[src/hw/rtl/rcpd_pkg.sv]
// Shared types and constants for the RC pulse direction controller.
package rcpd_pkg;

  typedef enum logic [2:0] {
    OP_RC_EDGE   = 3'd0,
    OP_TIMEBASE  = 3'd1,
    OP_CONTROL   = 3'd2,
    OP_PWM_OVF   = 3'd3,
    OP_PWM_CMP   = 3'd4
  } rcpd_op_e;

  typedef enum logic [2:0] {
    REG_PULSE_LOW    = 3'd0,
    REG_PULSE_MID    = 3'd1,
    REG_PULSE_HIGH   = 3'd2,
    REG_PULSE_MARGIN = 3'd3,
    REG_DEADZONE     = 3'd4,
    REG_PWM_DUTY     = 3'd5
  } rcpd_reg_e;

  localparam logic [1:0] DIR_UNINIT = 2'd0;
  localparam logic [1:0] DIR_FWD    = 2'd1;
  localparam logic [1:0] DIR_BWD    = 2'd2;
  localparam logic [1:0] DIR_BRAKE  = 2'd3;

  localparam logic [3:0] ARM_LIMIT      = 4'd10;
  localparam logic [3:0] ARM_RELOAD     = 4'd15;
  localparam logic [5:0] TIMEOUT_RELOAD = 6'd50;
  localparam logic [7:0] PUMP_DUTY_MIN  = 8'd250;
  localparam logic [5:0] PUMP_LIMIT     = 6'd50;
  localparam logic [7:0] DUTY_FULL      = 8'd255;

  typedef struct packed {
    logic       armed;
    logic       bwd_high_on;
    logic       fwd_high_on;
    logic [1:0] motor_dir;
    logic [1:0] requested_dir;
  } rcpd_result_t;

endpackage

[src/hw/rtl/rc_pulse_direction_controller.sv]
// Top level of the RC pulse direction controller: event decode, state and result register.
//
// Each transaction on the slave stream is one event (RC edge, timebase overflow, control
// tick, PWM overflow or PWM compare); the block updates its state in the cycle the event is
// accepted and presents one result transaction carrying the state after that event. All
// per-event logic sits between the state registers and a single result register, so one
// event is taken every clock cycle; s_axis_tready_o drops only while a result is held by a
// stalled master side. Configuration writes are taken every cycle (cfg_ready_o is always
// high) and must only be issued while no result is outstanding; indices above 5 are ignored.
module rc_pulse_direction_controller (
  input  logic        clk_i,
  input  logic        rst_ni,
  input  logic        s_axis_tvalid_i,
  output logic        s_axis_tready_o,
  input  logic [15:0] s_axis_tdata_i,  // [0] pin_level, [8:1] counter_low, [15:9] zero
  input  logic [2:0]  s_axis_tuser_i,  // [2:0] opcode
  output logic        m_axis_tvalid_o,
  input  logic        m_axis_tready_i,
  // [1:0] requested_dir, [3:2] motor_dir, [4] fwd_high_on, [5] bwd_high_on, [6] armed,
  // [7] zero
  output logic [7:0]  m_axis_tdata_o,
  input  logic        cfg_valid_i,
  output logic        cfg_ready_o,
  input  logic [2:0]  cfg_index_i,
  input  logic [15:0] cfg_data_i
);

  logic [15:0] pulse_low_q, pulse_mid_q, pulse_high_q;
  logic [7:0]  pulse_margin_q, deadzone_q, pwm_duty_q;

  logic [1:0]  applied_dir_q, applied_dir_d;
  logic [1:0]  wanted_dir_q, wanted_dir_d;
  logic [3:0]  good_count_q, good_count_d;
  logic [5:0]  timeout_q, timeout_d;
  logic [7:0]  time_high_q, time_high_d;
  logic [15:0] rise_ts_q, rise_ts_d;
  logic        tick_seen_q, tick_seen_d;
  logic [5:0]  pump_count_q, pump_count_d;
  logic        fwd_drive_q, fwd_drive_d;
  logic        bwd_drive_q, bwd_drive_d;

  logic                 out_valid_q;
  rcpd_pkg::rcpd_result_t result_q, result_d;

  logic        in_accept;
  logic        pin_level;
  logic [7:0]  counter_low;
  logic [15:0] now_ts;
  logic [15:0] width;
  logic        width_valid;
  logic        in_brake_band;
  logic [3:0]  count_dec;
  logic [5:0]  pump_inc;

  assign s_axis_tready_o = !out_valid_q || m_axis_tready_i;
  assign in_accept       = s_axis_tvalid_i && s_axis_tready_o;
  assign cfg_ready_o     = 1'b1;

  assign pin_level   = s_axis_tdata_i[0];
  assign counter_low = s_axis_tdata_i[8:1];
  assign now_ts      = {time_high_q, counter_low};
  assign width       = now_ts - rise_ts_q;

  assign width_valid =
      ((pulse_margin_q > pulse_low_q[7:0] && pulse_low_q[15:8] == 8'd0) ||
       (width > (pulse_low_q - {8'd0, pulse_margin_q}))) &&
      ({1'b0, width} < ({1'b0, pulse_high_q} + {9'd0, pulse_margin_q}));

  assign in_brake_band =
      ((deadzone_q > pulse_mid_q[7:0] && pulse_mid_q[15:8] == 8'd0) ||
       (width > (pulse_mid_q - {8'd0, deadzone_q}))) &&
      ({1'b0, width} < ({1'b0, pulse_mid_q} + {9'd0, deadzone_q}));

  assign count_dec = (good_count_q != 4'd0) ? good_count_q - 4'd1 : 4'd0;
  assign pump_inc  = pump_count_q + 6'd1;

  always_comb begin
    applied_dir_d = applied_dir_q;
    wanted_dir_d  = wanted_dir_q;
    good_count_d  = good_count_q;
    timeout_d     = timeout_q;
    time_high_d   = time_high_q;
    rise_ts_d     = rise_ts_q;
    tick_seen_d   = tick_seen_q;
    pump_count_d  = pump_count_q;
    fwd_drive_d   = fwd_drive_q;
    bwd_drive_d   = bwd_drive_q;
    case (s_axis_tuser_i)
      rcpd_pkg::OP_RC_EDGE: begin
        if (pin_level) begin
          rise_ts_d = now_ts;
        end else if (width_valid) begin
          if (good_count_q > rcpd_pkg::ARM_LIMIT) begin
            good_count_d = rcpd_pkg::ARM_RELOAD;
            timeout_d    = rcpd_pkg::TIMEOUT_RELOAD;
            if (in_brake_band) begin
              wanted_dir_d = rcpd_pkg::DIR_BRAKE;
            end else if (width < pulse_mid_q) begin
              wanted_dir_d = rcpd_pkg::DIR_BWD;
            end else begin
              wanted_dir_d = rcpd_pkg::DIR_FWD;
            end
          end else begin
            good_count_d = good_count_q + 4'd1;
          end
        end else begin
          good_count_d = count_dec;
          if (count_dec < rcpd_pkg::ARM_LIMIT) begin
            wanted_dir_d = rcpd_pkg::DIR_BRAKE;
          end
        end
      end
      rcpd_pkg::OP_TIMEBASE: begin
        if (timeout_q == 6'd0) begin
          wanted_dir_d = rcpd_pkg::DIR_BRAKE;
        end else begin
          timeout_d = timeout_q - 6'd1;
        end
        time_high_d = time_high_q + 8'd1;
        tick_seen_d = 1'b1;
      end
      rcpd_pkg::OP_CONTROL: begin
        if (tick_seen_q && applied_dir_q != wanted_dir_q) begin
          if (wanted_dir_q != rcpd_pkg::DIR_BRAKE && applied_dir_q != rcpd_pkg::DIR_BRAKE) begin
            fwd_drive_d   = 1'b0;
            bwd_drive_d   = 1'b0;
            applied_dir_d = rcpd_pkg::DIR_BRAKE;
          end else if (wanted_dir_q == rcpd_pkg::DIR_FWD) begin
            fwd_drive_d   = 1'b1;
            bwd_drive_d   = 1'b0;
            applied_dir_d = rcpd_pkg::DIR_FWD;
          end else if (wanted_dir_q == rcpd_pkg::DIR_BWD) begin
            fwd_drive_d   = 1'b0;
            bwd_drive_d   = 1'b1;
            applied_dir_d = rcpd_pkg::DIR_BWD;
          end else begin
            fwd_drive_d   = 1'b0;
            bwd_drive_d   = 1'b0;
            applied_dir_d = rcpd_pkg::DIR_BRAKE;
          end
        end
      end
      rcpd_pkg::OP_PWM_OVF: begin
        if (pwm_duty_q != 8'd0) begin
          if (applied_dir_q == rcpd_pkg::DIR_FWD) begin
            fwd_drive_d = 1'b1;
          end else if (applied_dir_q == rcpd_pkg::DIR_BWD) begin
            bwd_drive_d = 1'b1;
          end
        end
        if (pwm_duty_q > rcpd_pkg::PUMP_DUTY_MIN && applied_dir_q != rcpd_pkg::DIR_BRAKE) begin
          if (pump_inc > rcpd_pkg::PUMP_LIMIT) begin
            fwd_drive_d  = 1'b0;
            bwd_drive_d  = 1'b0;
            pump_count_d = 6'd0;
          end else begin
            pump_count_d = pump_inc;
          end
        end
      end
      rcpd_pkg::OP_PWM_CMP: begin
        if (pwm_duty_q != rcpd_pkg::DUTY_FULL && applied_dir_q != rcpd_pkg::DIR_BRAKE) begin
          fwd_drive_d = 1'b0;
          bwd_drive_d = 1'b0;
        end
      end
      default: begin
      end
    endcase
  end

  always_comb begin
    result_d.requested_dir = wanted_dir_d;
    result_d.motor_dir     = applied_dir_d;
    result_d.fwd_high_on   = fwd_drive_d;
    result_d.bwd_high_on   = bwd_drive_d;
    result_d.armed         = good_count_d > rcpd_pkg::ARM_LIMIT;
  end

  always_ff @(posedge clk_i or negedge rst_ni) begin
    if (!rst_ni) begin
      pulse_low_q    <= 16'd1000;
      pulse_mid_q    <= 16'd1500;
      pulse_high_q   <= 16'd2000;
      pulse_margin_q <= 8'd20;
      deadzone_q     <= 8'd20;
      pwm_duty_q     <= 8'd255;
    end else if (cfg_valid_i) begin
      case (cfg_index_i)
        rcpd_pkg::REG_PULSE_LOW:    pulse_low_q    <= cfg_data_i;
        rcpd_pkg::REG_PULSE_MID:    pulse_mid_q    <= cfg_data_i;
        rcpd_pkg::REG_PULSE_HIGH:   pulse_high_q   <= cfg_data_i;
        rcpd_pkg::REG_PULSE_MARGIN: pulse_margin_q <= cfg_data_i[7:0];
        rcpd_pkg::REG_DEADZONE:     deadzone_q     <= cfg_data_i[7:0];
        rcpd_pkg::REG_PWM_DUTY:     pwm_duty_q     <= cfg_data_i[7:0];
        default: begin
        end
      endcase
    end
  end

  always_ff @(posedge clk_i or negedge rst_ni) begin
    if (!rst_ni) begin
      applied_dir_q <= rcpd_pkg::DIR_BRAKE;
      wanted_dir_q  <= rcpd_pkg::DIR_BRAKE;
      good_count_q  <= 4'd0;
      timeout_q     <= rcpd_pkg::TIMEOUT_RELOAD;
      time_high_q   <= 8'd0;
      rise_ts_q     <= 16'd0;
      tick_seen_q   <= 1'b0;
      pump_count_q  <= 6'd0;
      fwd_drive_q   <= 1'b0;
      bwd_drive_q   <= 1'b0;
    end else if (in_accept) begin
      applied_dir_q <= applied_dir_d;
      wanted_dir_q  <= wanted_dir_d;
      good_count_q  <= good_count_d;
      timeout_q     <= timeout_d;
      time_high_q   <= time_high_d;
      rise_ts_q     <= rise_ts_d;
      tick_seen_q   <= tick_seen_d;
      pump_count_q  <= pump_count_d;
      fwd_drive_q   <= fwd_drive_d;
      bwd_drive_q   <= bwd_drive_d;
    end
  end

  always_ff @(posedge clk_i or negedge rst_ni) begin
    if (!rst_ni) begin
      out_valid_q <= 1'b0;
    end else if (in_accept) begin
      out_valid_q <= 1'b1;
    end else if (m_axis_tready_i) begin
      out_valid_q <= 1'b0;
    end
  end

  always_ff @(posedge clk_i) begin
    if (in_accept) begin
      result_q <= result_d;
    end
  end

  assign m_axis_tvalid_o = out_valid_q;
  assign m_axis_tdata_o  = {1'b0, result_q};

  a_drives_exclusive: assert property (@(posedge clk_i) disable iff (!rst_ni)
    !(fwd_drive_q && bwd_drive_q))
    else $error("both high-side drives on");

  a_fwd_drive_dir: assert property (@(posedge clk_i) disable iff (!rst_ni)
    fwd_drive_q |-> applied_dir_q == rcpd_pkg::DIR_FWD)
    else $error("forward drive on while not applying forward");

  a_no_direct_reversal: assert property (@(posedge clk_i) disable iff (!rst_ni)
    applied_dir_q == rcpd_pkg::DIR_FWD |=> applied_dir_q != rcpd_pkg::DIR_BWD)
    else $error("reversal without passing through brake");

  a_pump_bound: assert property (@(posedge clk_i) disable iff (!rst_ni)
    pump_count_q <= rcpd_pkg::PUMP_LIMIT)
    else $error("charge-pump counter past its limit");

  a_timeout_bound: assert property (@(posedge clk_i) disable iff (!rst_ni)
    timeout_q <= rcpd_pkg::TIMEOUT_RELOAD)
    else $error("signal timeout above reload value");

endmodule
[config.mk]
export PLATFORM = sky130hd
export DESIGN_NAME = rc_pulse_direction_controller
export DESIGN_NICKNAME = d
export VERILOG_FILES = /design/src/hw/rtl/rcpd_pkg.sv /design/src/hw/rtl/rc_pulse_direction_controller.sv
export SDC_FILE = /design/constraint.sdc
export NUM_CORES = 1
export LEC_CHECK = 0
export BUFFER_PORTS_ARGS = -buffer_cell sky130_fd_sc_hd__buf_4
export CAP_MARGIN = 20
export CORE_MARGIN = 2
export CORE_UTILIZATION = 60
export CTS_CLUSTER_DIAMETER = 40
export DETAILED_ROUTE_END_ITERATION = 12
export HOLD_SLACK_MARGIN = 0.03
export PLACE_DENSITY = 0.8
export SYNTH_ARGS = -nofsm -noshare
export SYNTH_HDL_FRONTEND = slang
export SYNTH_SLANG_ARGS = --single-unit
[constraint.sdc]
create_clock -name clk_i -period 5.8 [get_ports clk_i]
set_clock_uncertainty 0.15 [all_clocks]
set_input_delay 0.29 -clock clk_i [delete_from_list [all_inputs] [get_ports clk_i]]
set_output_delay 0.29 -clock clk_i [all_outputs]
set_load 0.01 [all_outputs]
==> results.yml <==
finish:
  post-route-util_pct: 69.0
  drive_gt1_share_pct: 17.2
  fin_nets: 1385
  seqCellArea_sq_um: 3260
  fin_cells: 1431
  layout_commonest_cell: "ha_1"
  fillers: 1315
  area_growth_pct: 13.7
  multiInputGateArea_sq_um: 6610
  design_area_sq_um: 11800
  layout_common_cells: "144 x ha_1, 93 x o21ai_0, 92 x inv_1, 92 x nand2_1, 82 x dfrtp_1"
  n_antenna_cell: 0
hold_path:
  min_path_type: "in -> reg"
timing:
  relSlewSlack_pct: 34.7
  rsz0062_at_grt: "no"
  tns_ns: 0
  drv_slew: 0
  timing.final.crit_share_pct: 93.7
  fmax_ghz: 0.184
  min_period_ns: 5.43
  tightest_slew_ns: 0.980
  setup_violations: 0
  finalHoldViolCount: 0
pwr:
  power_frac_seq_pct: 22.3
  p_clk_share_pct: 17.6
  power_leakage_nw: 5.26
  power.internal_w: 0.00334
  p_switching_w: 0.00271
  p_sw_share_pct: 44.8
  comb_power_share_pct: 60.1
  pwr_density_cell_nw_per_um2: 514
  ir_drop_mv: 0.293
route:
  viasPerCell: 5.90
  ant_nets: 0
  wl_per_cell_microns: 16.5
  drcViolationCount: 0
  first_pass_iters: 5
  vias: 8442
  drt-initial-drc-count: 616
  totalWireLength_microns: 23600
synth:
  ys_ff_latch: 127
  synth_area_per_cell_sq_um: 9.22
  async_flop_share_pct: 94.5
  synth_nets: 1314
  yosysWarnings: 0
  synth-edff-count: 7
  ys.flop_type: "dfrtp_1"
  synth_seq_area_share_pct: 31.5
  synth_area_sq_um: 10300
  synth_cells: 1122
  ys_types: 84
flow_run:
  drv_cap: 0
floorplan:
  fp.dieW_microns: 135
  start_util_pct: 60.7
  core_sq_um: 17100
  placementRows: 48
  die_h_microns: 135
  io_pins: 54
  die_area_sq_um: 18300
clock_tree:
  clkTransAtPathRegs_ns: 0.07
  cts_sinks: 127
  cts-root-buf: "clkbuf_16"
  clockBufferDepth: 2
  h-tree-depth: 4
  cts_made_buffers: 17
  cts_tree: "yes"
  postCtsSetupRepairBufs: 0
  clk_latency_ns: 0.43
place:
  place_congestion: 0.910
  post-dp-hpwl_microns: 17800
  io_buffers: 44
  post-place-cells: 1371
  placed_cell_area_sq_um: 10900
critical_path:
  startpoint_type: "primary input"
  critical_path_arrival_ns: 5.45
  crit_type: "in -> reg"
  cp.required_ns: 5.82
  worstPathMaxFanout: 8
  max_stage_delay_ns: 0.54
  crit_chain: "dlygate4sd3_1 > buf_4 > ha_1 > nor2b_1 > o31a_1 > o21ai_0 > a21boi_0 > o21ai_1 > a21boi_0 > o21ai_0 > nand2b_1 > a21o_1 > a21oi_1 > xnor2_1 > ha_1 > and4_1 > and2_1 > o211ai_1 > o311a_1 > nand3_1 > nand2_2 > o31a_1 > o22ai_1 > a21oi_1"
  crit_slowest_cell: "dlygate4sd3_1"
  critPathCaptureType: "register"
run_status:
  status: "completed"
global_route:
  grt_antenna_before_repair: 0
  grt_pass1_vias: 8151
  use_met2_pct: 44.9
  grt.busiest_layer: "met2"
  track_usage_pct: 26.8
  grt-ovfl-total: 0
  grt_max_degree: 76
  met3_usage_pct: 3.78
  use_met1_pct: 35.4
  grt_pass1_wl_microns: 39000
[stage by stage]
| step | hold slack, ns | power [W] | setup WS, ns |
|---|---|---|---|
| after floorplan | -0.156 | 0.00406 | 1.15 |
| after global placement | 0.169 | 0.00477 | 0.591 |
| after detailed placement | 0.174 | 0.00491 | 0.505 |
| after CTS | 0.189 | 0.00603 | 0.366 |
| after global routing | 0.257 | 0.00659 | 0.000193 |
| final | 0.211 | 0.00605 | 0.367 |
[path summary, 6_finish.rpt]
kind                                   start                end  slack [ns]  cells past startpoint
setup / recovery           s_axis_tdata_i[2]  m_axis_tdata_o[6]        0.37                     24
hold / removal             s_axis_tuser_i[0]    good_count_q[1]        0.21                      3
setup reg to reg                rise_ts_q[1]  m_axis_tdata_o[6]        0.47                     23
hold reg to reg                  tick_seen_q        tick_seen_q        0.33                      1
max in group asynchronous             rst_ni      rise_ts_q[13]        3.90                      3
min in group asynchronous             rst_ni  pulse_margin_q[1]        0.24                      2
[layer usage]
metal / routed length (microns) / vias up
li1: - / 4146
met3: 980 / 53
met2: 11200 / 225
met1: 10800 / 4018
met4: 614 / 0
met5: 0 / -
[logic make-up after synthesis]
family,synth area share [%]
xor+xnor,6.56
buf+inv,4.67
mux,6.42
compound gates,17.8
simple gates,14.2
fa+ha+maj,18.8
other cells,0.0726
flops,31.5
[synth_stat cells, drive strengths merged (4+ instances only)]
master / number / share of area, %
and3: 11 / 0.71
nor2b: 16 / 0.97
o31ai: 7 / 0.51
fa: 5 / 0.97
nor4: 9 / 0.54
o211ai: 9 / 0.70
or3: 4 / 0.24
inv: 92 / 3.3
buf: 5 / 0.34
dfrtp: 82 / 20
o21ai: 98 / 4.8
xor2: 14 / 1.2
a211oi: 7 / 0.56
nand2b: 13 / 0.79
a211o: 5 / 0.44
o21bai: 12 / 0.87
nor2: 61 / 2.3
mux2: 59 / 6.4
dfstp: 38 / 9.6
nand2: 93 / 3.4
maj3: 4 / 0.42
a21o: 18 / 1.3
a31oi: 13 / 0.79
nor3b: 7 / 0.51
o22ai: 5 / 0.36
clkbuf: 24 / 0.88
edfxtp: 7 / 2.0
nand3: 21 / 1.1
nand4: 19 / 1.1
o21a: 17 / 1.2
ha: 144 / 17
nor3: 19 / 0.92
and2: 5 / 0.30
o31a: 4 / 0.34
xnor2: 60 / 5.1
a21oi: 68 / 3.4
[registers in the layout, indices dropped and copies added (netlist names), 2 cells and up]
signal,cells
pulse_low_q,16
rise_ts_q,16
wanted_dir_q,2
good_count_q,4
pulse_mid_q,16
pwm_duty_q,8
time_high_q,8
pulse_high_q,16
applied_dir_q,2
pump_count_q,6
pulse_margin_q,8
timeout_q,6
m_axis_tdata_o,7
deadzone_q,8
[final cells by class]
class / count / area share [%]
clock buffers: 18 / 3.65
clock inverters: 14 / 1.26
inverters: 95 / 3.03
multi-input cells: 871 / 56.2
flip-flops and latches: 127 / 27.7
well taps: 225 / 2.39
repair buffers: 81 / 5.80
[power groups by stage]
| stage | clock network (W) | registers [W] | logic, W |
|---|---|---|---|
| finish | 0.00106 | 0.00135 | 0.00363 |
| detailed placement | 0 | 0.00135 | 0.00355 |
| global placement | 0 | 0.00134 | 0.00343 |
| floorplan | 0 | 0.00129 | 0.00277 |
| global route | 0.00111 | 0.00138 | 0.00409 |
| CTS | 0.00108 | 0.00134 | 0.00360 |
[worst max-delay path, delay by kind of cell]
kind	cells	cell delay, ns
AOI/OAI and AO/OA	13	2.82
adders and majority gates	2	0.59
buffers and inverters	2	0.69
and+or+nand+nor	6	0.90
xor gates and xnor gates	1	0.15
[what timing repair did]
item	CTS	global route
hold endpoints to repair	117	0
endpoints found under the setup margin	0	4
gates resized for setup	0	1
hold buffers	27	0
Power figures use the tool's default switching activity.
